--- src/sv/shsd_pkg.sv ---
`default_nettype none
// ----------------------------------------------------------------------------
// shsd_pkg
// Shared types and constants of the half-step stepper driver.
// ----------------------------------------------------------------------------
package shsd_pkg;

  localparam int unsigned PhaseStepsDefault = 8;

  localparam int unsigned CodeW    = 8;
  localparam int unsigned PatternW = 8;
  localparam int unsigned ModeW    = 2;
  localparam int unsigned SpeedW   = 3;
  localparam int unsigned CountW   = 8;
  localparam int unsigned TableW   = 3;

  // Item kinds
  localparam logic OpTick    = 1'b0;
  localparam logic OpCommand = 1'b1;

  // Command codes
  localparam logic [CodeW-1:0] CmdForward = 8'd1;
  localparam logic [CodeW-1:0] CmdReverse = 8'd2;
  localparam logic [CodeW-1:0] CmdFaster  = 8'd3;
  localparam logic [CodeW-1:0] CmdSlower  = 8'd4;

  // Run modes
  localparam logic [ModeW-1:0] ModeStop    = 2'd0;
  localparam logic [ModeW-1:0] ModeForward = 2'd1;
  localparam logic [ModeW-1:0] ModeReverse = 2'd2;

  // Speed levels
  localparam logic [SpeedW-1:0] SpeedMin = 3'd1;
  localparam logic [SpeedW-1:0] SpeedMax = 3'd5;

  // Step result handed from the sequencer core to the output stage
  typedef struct packed {
    logic                step;
    logic [PatternW-1:0] pattern;
  } step_t;

  function automatic logic [PatternW-1:0] fwd_pattern(input logic [TableW-1:0] idx);
    logic [PatternW-1:0] p;
    case (idx)
      3'd0:    p = 8'h80;
      3'd1:    p = 8'hc0;
      3'd2:    p = 8'h40;
      3'd3:    p = 8'h60;
      3'd4:    p = 8'h20;
      3'd5:    p = 8'h30;
      3'd6:    p = 8'h10;
      default: p = 8'h90;
    endcase
    return p;
  endfunction

  function automatic logic [PatternW-1:0] rev_pattern(input logic [TableW-1:0] idx);
    logic [PatternW-1:0] p;
    case (idx)
      3'd0:    p = 8'h90;
      3'd1:    p = 8'h10;
      3'd2:    p = 8'h30;
      3'd3:    p = 8'h20;
      3'd4:    p = 8'h60;
      3'd5:    p = 8'h40;
      3'd6:    p = 8'hc0;
      default: p = 8'h80;
    endcase
    return p;
  endfunction

endpackage
`default_nettype wire

--- src/sv/stepper_half_step_driver_top.sv ---
`default_nettype none
// ----------------------------------------------------------------------------
// stepper_half_step_driver_top
// Half-step stepper sequencer: tick and command items in, coil patterns out.
// ----------------------------------------------------------------------------
// Input channel (in_valid_i / in_ready_o) carries one item per handshake:
// operation_i = 0 is a time tick, 1 is a command in command_code_i
// (1 forward, 2 reverse, 3 faster, 4 slower, anything else stop).
// Output channel (out_valid_o / out_ready_i) carries coil_pattern_o, one item
// for each tick that makes a step; commands and non-stepping ticks give none.
// A result is valid in the cycle after its tick is accepted.
// Throughput: one item per cycle unless the output stalls; the state update is
// combinational logic ahead of one output register.
// in_ready_o is high whenever the output register is empty or is being taken
// in the same cycle, so a stalled receiver holds the pending result and
// blocks new items only while that result waits.
// Reset sets mode forward, speed 1, counter 0, phase 0, and an empty output.
// ----------------------------------------------------------------------------
module stepper_half_step_driver_top
  import shsd_pkg::*;
#(
  parameter int unsigned PHASE_STEPS = PhaseStepsDefault
) (
  input  wire logic                clk_i,
  input  wire logic                rst_ni,
  input  wire logic                in_valid_i,
  output logic                     in_ready_o,
  input  wire logic                operation_i,
  input  wire logic [CodeW-1:0]    command_code_i,
  output logic                     out_valid_o,
  input  wire logic                out_ready_i,
  output logic [PatternW-1:0]      coil_pattern_o
);

  logic                out_valid_q, out_valid_d;
  logic [PatternW-1:0] pattern_q;
  logic                accept;
  step_t               result;

  assign in_ready_o = !out_valid_q || out_ready_i;
  assign accept     = in_valid_i && in_ready_o;

  shsd_core #(
    .PHASE_STEPS (PHASE_STEPS)
  ) u_core (
    .clk_i          (clk_i),
    .rst_ni         (rst_ni),
    .accept_i       (accept),
    .operation_i    (operation_i),
    .command_code_i (command_code_i),
    .result_o       (result)
  );

  always_comb begin
    out_valid_d = out_valid_q;
    if (out_valid_q && out_ready_i) out_valid_d = 1'b0;
    if (result.step) out_valid_d = 1'b1;
  end

  always_ff @(posedge clk_i or negedge rst_ni) begin
    if (!rst_ni) begin
      out_valid_q <= 1'b0;
    end else begin
      out_valid_q <= out_valid_d;
    end
  end

  // load the pattern only when a step lands
  always_ff @(posedge clk_i) begin
    if (result.step) begin
      pattern_q <= result.pattern;
    end
  end

  assign out_valid_o    = out_valid_q;
  assign coil_pattern_o = pattern_q;

endmodule
`default_nettype wire

--- src/sv/shsd_core.sv ---
`default_nettype none
// ----------------------------------------------------------------------------
// shsd_core
// Mode, speed, tick counter and phase state; decides steps and coil patterns.
// ----------------------------------------------------------------------------
module shsd_core
  import shsd_pkg::*;
#(
  parameter int unsigned PHASE_STEPS = PhaseStepsDefault
) (
  input  wire logic             clk_i,
  input  wire logic             rst_ni,
  input  wire logic             accept_i,
  input  wire logic             operation_i,
  input  wire logic [CodeW-1:0] command_code_i,
  output step_t                 result_o
);

  localparam int unsigned PhaseW = $clog2(PHASE_STEPS);
  localparam logic [PhaseW-1:0] PhaseLast = PhaseW'(PHASE_STEPS - 1);

  logic [ModeW-1:0]  mode_q, mode_d;
  logic [SpeedW-1:0] speed_q, speed_d;
  logic [CountW-1:0] count_q, count_d;
  logic [PhaseW-1:0] phase_q, phase_d;

  logic [CountW-1:0] limit;
  logic [CountW-1:0] count_add;
  logic              step;
  logic [TableW-1:0] tbl_idx;

  assign tbl_idx = TableW'(phase_q);

  always_comb begin
    unique case (speed_q)
      3'd1:    limit = 8'd15;
      3'd2:    limit = 8'd10;
      3'd3:    limit = 8'd5;
      3'd4:    limit = 8'd1;
      default: limit = 8'd0;
    endcase
  end

  always_comb begin
    mode_d    = mode_q;
    speed_d   = speed_q;
    count_d   = count_q;
    phase_d   = phase_q;
    step      = 1'b0;
    count_add = '0;
    if (accept_i) begin
      if (operation_i == OpCommand) begin
        unique case (command_code_i)
          CmdForward: mode_d = ModeForward;
          CmdReverse: mode_d = ModeReverse;
          CmdFaster:  if (speed_q < SpeedMax) speed_d = speed_q + 3'd1;
          CmdSlower:  if (speed_q > SpeedMin) speed_d = speed_q - 3'd1;
          default:    mode_d = ModeStop;
        endcase
      end else begin
        if (speed_q >= SpeedMin && speed_q < SpeedMax) begin
          count_add = count_q + 8'd2;
          step      = count_add > limit;
          count_d   = step ? '0 : count_add;
        end else begin
          // top speed: step every tick, let the counter run and wrap
          count_d = count_q + 8'd1;
          step    = 1'b1;
        end
        if (step) begin
          phase_d = (phase_q == PhaseLast) ? '0 : phase_q + PhaseW'(1);
        end
      end
    end
  end

  always_comb begin
    result_o.step = step;
    unique case (mode_q)
      ModeForward: result_o.pattern = fwd_pattern(tbl_idx);
      ModeReverse: result_o.pattern = rev_pattern(tbl_idx);
      default:     result_o.pattern = '0;
    endcase
  end

  always_ff @(posedge clk_i or negedge rst_ni) begin
    if (!rst_ni) begin
      mode_q  <= ModeForward;
      speed_q <= SpeedMin;
      count_q <= '0;
      phase_q <= '0;
    end else begin
      mode_q  <= mode_d;
      speed_q <= speed_d;
      count_q <= count_d;
      phase_q <= phase_d;
    end
  end

endmodule
`default_nettype wire

--- config.mk ---
export PLATFORM = sky130hd
export DESIGN_NAME = stepper_half_step_driver_top
export DESIGN_NICKNAME = d
export VERILOG_FILES = /design/src/sv/shsd_pkg.sv /design/src/sv/stepper_half_step_driver_top.sv /design/src/sv/shsd_core.sv
export SDC_FILE = /design/constraint.sdc
export NUM_CORES = 1
export LEC_CHECK = 0
export ABC_AREA = 1
export BUFFER_PORTS_ARGS = -buffer_cell sky130_fd_sc_hd__buf_2
export CORE_MARGIN = 3
export CORE_UTILIZATION = 55
export DETAILED_ROUTE_END_ITERATION = 6
export GPL_TIMING_DRIVEN = 0
export HOLD_SLACK_MARGIN = 0.1
export PLACE_DENSITY = 0.78
export SLEW_MARGIN = 0
export SYNTH_ARGS = -nofsm -noshare
export SYNTH_HDL_FRONTEND = slang
export SYNTH_SLANG_ARGS = --single-unit
--- constraint.sdc ---
create_clock -name clk_i -period 2.8 [get_ports clk_i]
set_input_delay 0.56 -clock clk_i [delete_from_list [all_inputs] [get_ports clk_i]]
set_output_delay 0.56 -clock clk_i [all_outputs]
set_load 0.03 [all_outputs]
==> run metrics <==
footprint of the multi-input gates=1062 um2; R2R setup slack=approximately 400 ps; Critical Path AT=2420 ps; Netlist Area Pre-Place=between 1500 and 2000 um2; RD Place Congestion=roughly 0.86; mux cell area share after synthesis=0.005587; Place WS=between 200 and 300 ps; critical path type=register to register; Final Max Tran Viols=0; critical path launch point type=register; DR WL/cell=~10 um; HP Class=input port to async pin; post-synthesis cell count=around 260; pin count of the biggest net entering global routing=18; final core occ=0.6419; die width=around 63 um; core area=3078 um2; CP most frequent cell=nand2_1; gr usage total=0.1897; Pwr per Cell Area=679.3 nW/um2; complex-gate fraction of the synthesized area=0.08659; first-pass GRT wire length=6285 um; xor/xnor share of the synthesized area=0.02444; final hold vios=0; Final Skew=2.680 ps; Psw=about 0.00064 W; drt first pass iters=4; post-cts hold buffer count=0; Logic pwr share=0.546; Crit path required time=between 2000 and 3000 ps; Fin Setup TNS=0 ps; vias in the first global route=1571; Reg area=around 550 um2; CTS Buffer Depth=2; Synth cell types=30; clock transition at the registers of the reported paths=120 ps; sequential area share after synthesis=0.3059; H-tree depth=1; Tmin final=~2400 ps; yosys warns=0; CTS tree=yes; mean post-synth cell area=approximately 7 um2; initial DRC count=50; sw frac=0.4768; nets@finish=314; Setup violations, final=0; worst setup margin=393.2 ps; grt ovf=0; I/O Pins=23; Worst Path Max Fanout=8; DRC viols=0; crit path cell chain=inv_1 > ha_1 > o21ai_1 > nand2_1 > o21ai_0 > ha_1 > nand2_1 > inv_1 > nand3_1 > nand2_1 > nand2_2 > nor2_4 > nor2_4; worst skew pair latency=300 ps; #FFs+latches synth=21; Pleak=around 1.1 nW; Fmax=roughly 420 MHz; IO buf count=18; Initial Utilization=0.5821; CP delay by family, top=flip-flops; CTS buffer count=3; Buf+Inv Stages, Crit Path=2; clock share of power=0.112; Filler cells=285; worst reg2reg path depth=13; Crit Reg-Reg Startpoint=u_core.speed_q[0]; critical path capture point type=register; total power=around 0.0013 W; initial antenna violation count=0; reg2reg end=coil_pattern_o[6]; Cell Int Power=roughly 0.00070 W; Via density=4.929; Synth Area in Adders=0.1327; number of routed nets with antenna violations=0; status=complete, no violations; routed wire length=around 3300 um; sequential share of power=0.342; Syn-to-layout area delta=10.27%; die height=roughly 63 um; antenna cells=0; layout cells sized above 1=0.1637; CTS sink count=21; CP max stage cell=dfstp_2; largest family of logic cells by synthesized area=simple AND/OR/NAND/NOR gates; Max VDD drop=0.3053 mV; Post-DP HPWL=~2600 um; area of the die=slightly below 4000 um2; CTS Root Cell=clkbuf_4; Tcrit/Tclk final=0.8596; max-cap check violation count=0; CP peak stage delay=600 ps; Std-Cell Rows=20; simple-gate portion of the synthesized area=0.3352; via count=roughly 1600; RSZ-0062 raised after global routing=no
## power by group through the flow
stage	clock, W	sequential (W)	combinational, W
after floorplan	0	0.000456	0.000592
after global placement	0	0.000463	0.000719
after detailed placement	0	0.000466	0.000732
after CTS	0.000151	0.000460	0.000737
after global routing	0.000166	0.000474	0.000875
final	0.000150	0.000459	0.000733
## worst register-to-register path: cells and delay by family, from the launching register on
family	cells	cell delay, ps
AO/OA/AOI/OAI	2	320
AND/OR/NAND/NOR	7	600
buffers and inverters	2	160
adder cells (fa/ha/maj)	2	450
flip-flops	1	600
## cell families after synthesis
group | Yosys count
simple gates | 136
buf+inv | 46
fa+ha+maj | 19
xor+xnor | 5
other cells | 1
compound gates | 27
flops | 21
mux | 1
## worst max path at each step
stage / start / end / cells after the start / slack, ps
after detailed placement: u_core.speed_q[0] / coil_pattern_o[5] / 13 / 300
after CTS: u_core.speed_q[0] / coil_pattern_o[7] / 13 / 280
after global placement: u_core.speed_q[0] / coil_pattern_o[4] / 13 / 300
final: u_core.speed_q[0] / coil_pattern_o[6] / 13 / 390
after global routing: u_core.speed_q[0] / u_core.phase_q[1] / 15 / 100
after floorplan: u_core.speed_q[0] / coil_pattern_o[4] / 13 / 520
## cell usage in the layout, fill, tap and decap left out, drive strengths merged
cell    Yosys  layout
nand2      80      80
inv        40      40
nor2       23      23
buf         5      23
ha         19      19
nand3      18      18
dfrtp      15      15
a21oi      13      13
o21ai      12      12
nor3        8       8
xor2        4       4
conb        1       4
edfxtp      4       4
clkbuf      1       4
nand4       3       3
o21bai      2       2
or2         2       2
dfstp       2       2
mux2i       1       1
nand3b      1       1
xnor2       1       1
nor3b       1       1
clkinv      0       1
## registers in the layout, summed over array words and instances, names as in the netlist
register / count
out_valid_o: 1
u_core.phase_q: 3
u_core.count_q: 8
u_core.mode_q: 2
u_core.speed_q: 3
coil_pattern_o: 4
## cell usage after synthesis, drive strengths merged
cell	number	share of area
inv	40	0.084
or2	2	0.0070
xnor2	1	0.0049
conb	1	0.0021
o21bai	2	0.0084
edfxtp	4	0.067
mux2i	1	0.0056
nand3b	1	0.0042
nor3b	1	0.0042
nand4	3	0.010
dfstp	2	0.029
nand2	80	0.17
buf	5	0.021
ha	19	0.13
clkbuf	1	0.0028
nor2	23	0.058
nand3	18	0.056
xor2	4	0.020
o21ai	12	0.038
a21oi	13	0.041
nor3	8	0.022
dfrtp	15	0.21
## repair_timing
item,4_1_cts,5_1_grt
resized for setup,0,1
buffers inserted,0,0
setup endpoints to repair,0,7
endpoints found under the hold margin,0,0
## layer usage
| layer | GRT usage | up-vias | share of wire |
|---|---|---|---|
| li1 | - | 858 | - |
| met1 | 0.2404 | 706 | 0.47 |
| met2 | 0.3333 | 32 | 0.48 |
| met3 | 0.01783 | 6 | 0.032 |
| met4 | 0.06887 | 0 | 0.016 |
| met5 | 0 | - | 0 |
## layout make-up
cell class                 count  share of cell area
inverter                      40             0.07600
clock inverter                 1            0.002533
buffer                         6             0.02153
tap                           44             0.02787
multi-input combinational    192              0.5377
sequential                    21              0.2774
clock buffer                   3             0.01140
timing repair buffer          18             0.04560
## per-stage QoR
step / cells / cell area, um2 / hold WS, ps
after detailed placement: 321 / 1948 / 508.9
after global placement: 321 / 1948 / 495.2
after floorplan: 259 / 1803 / 264.4
after global routing: 325 / 1976 / 182.4
final: 325 / 1976 / 164.8
after CTS: 325 / 1976 / 181.8
Note: power is estimated with default switching activity, not from simulation.
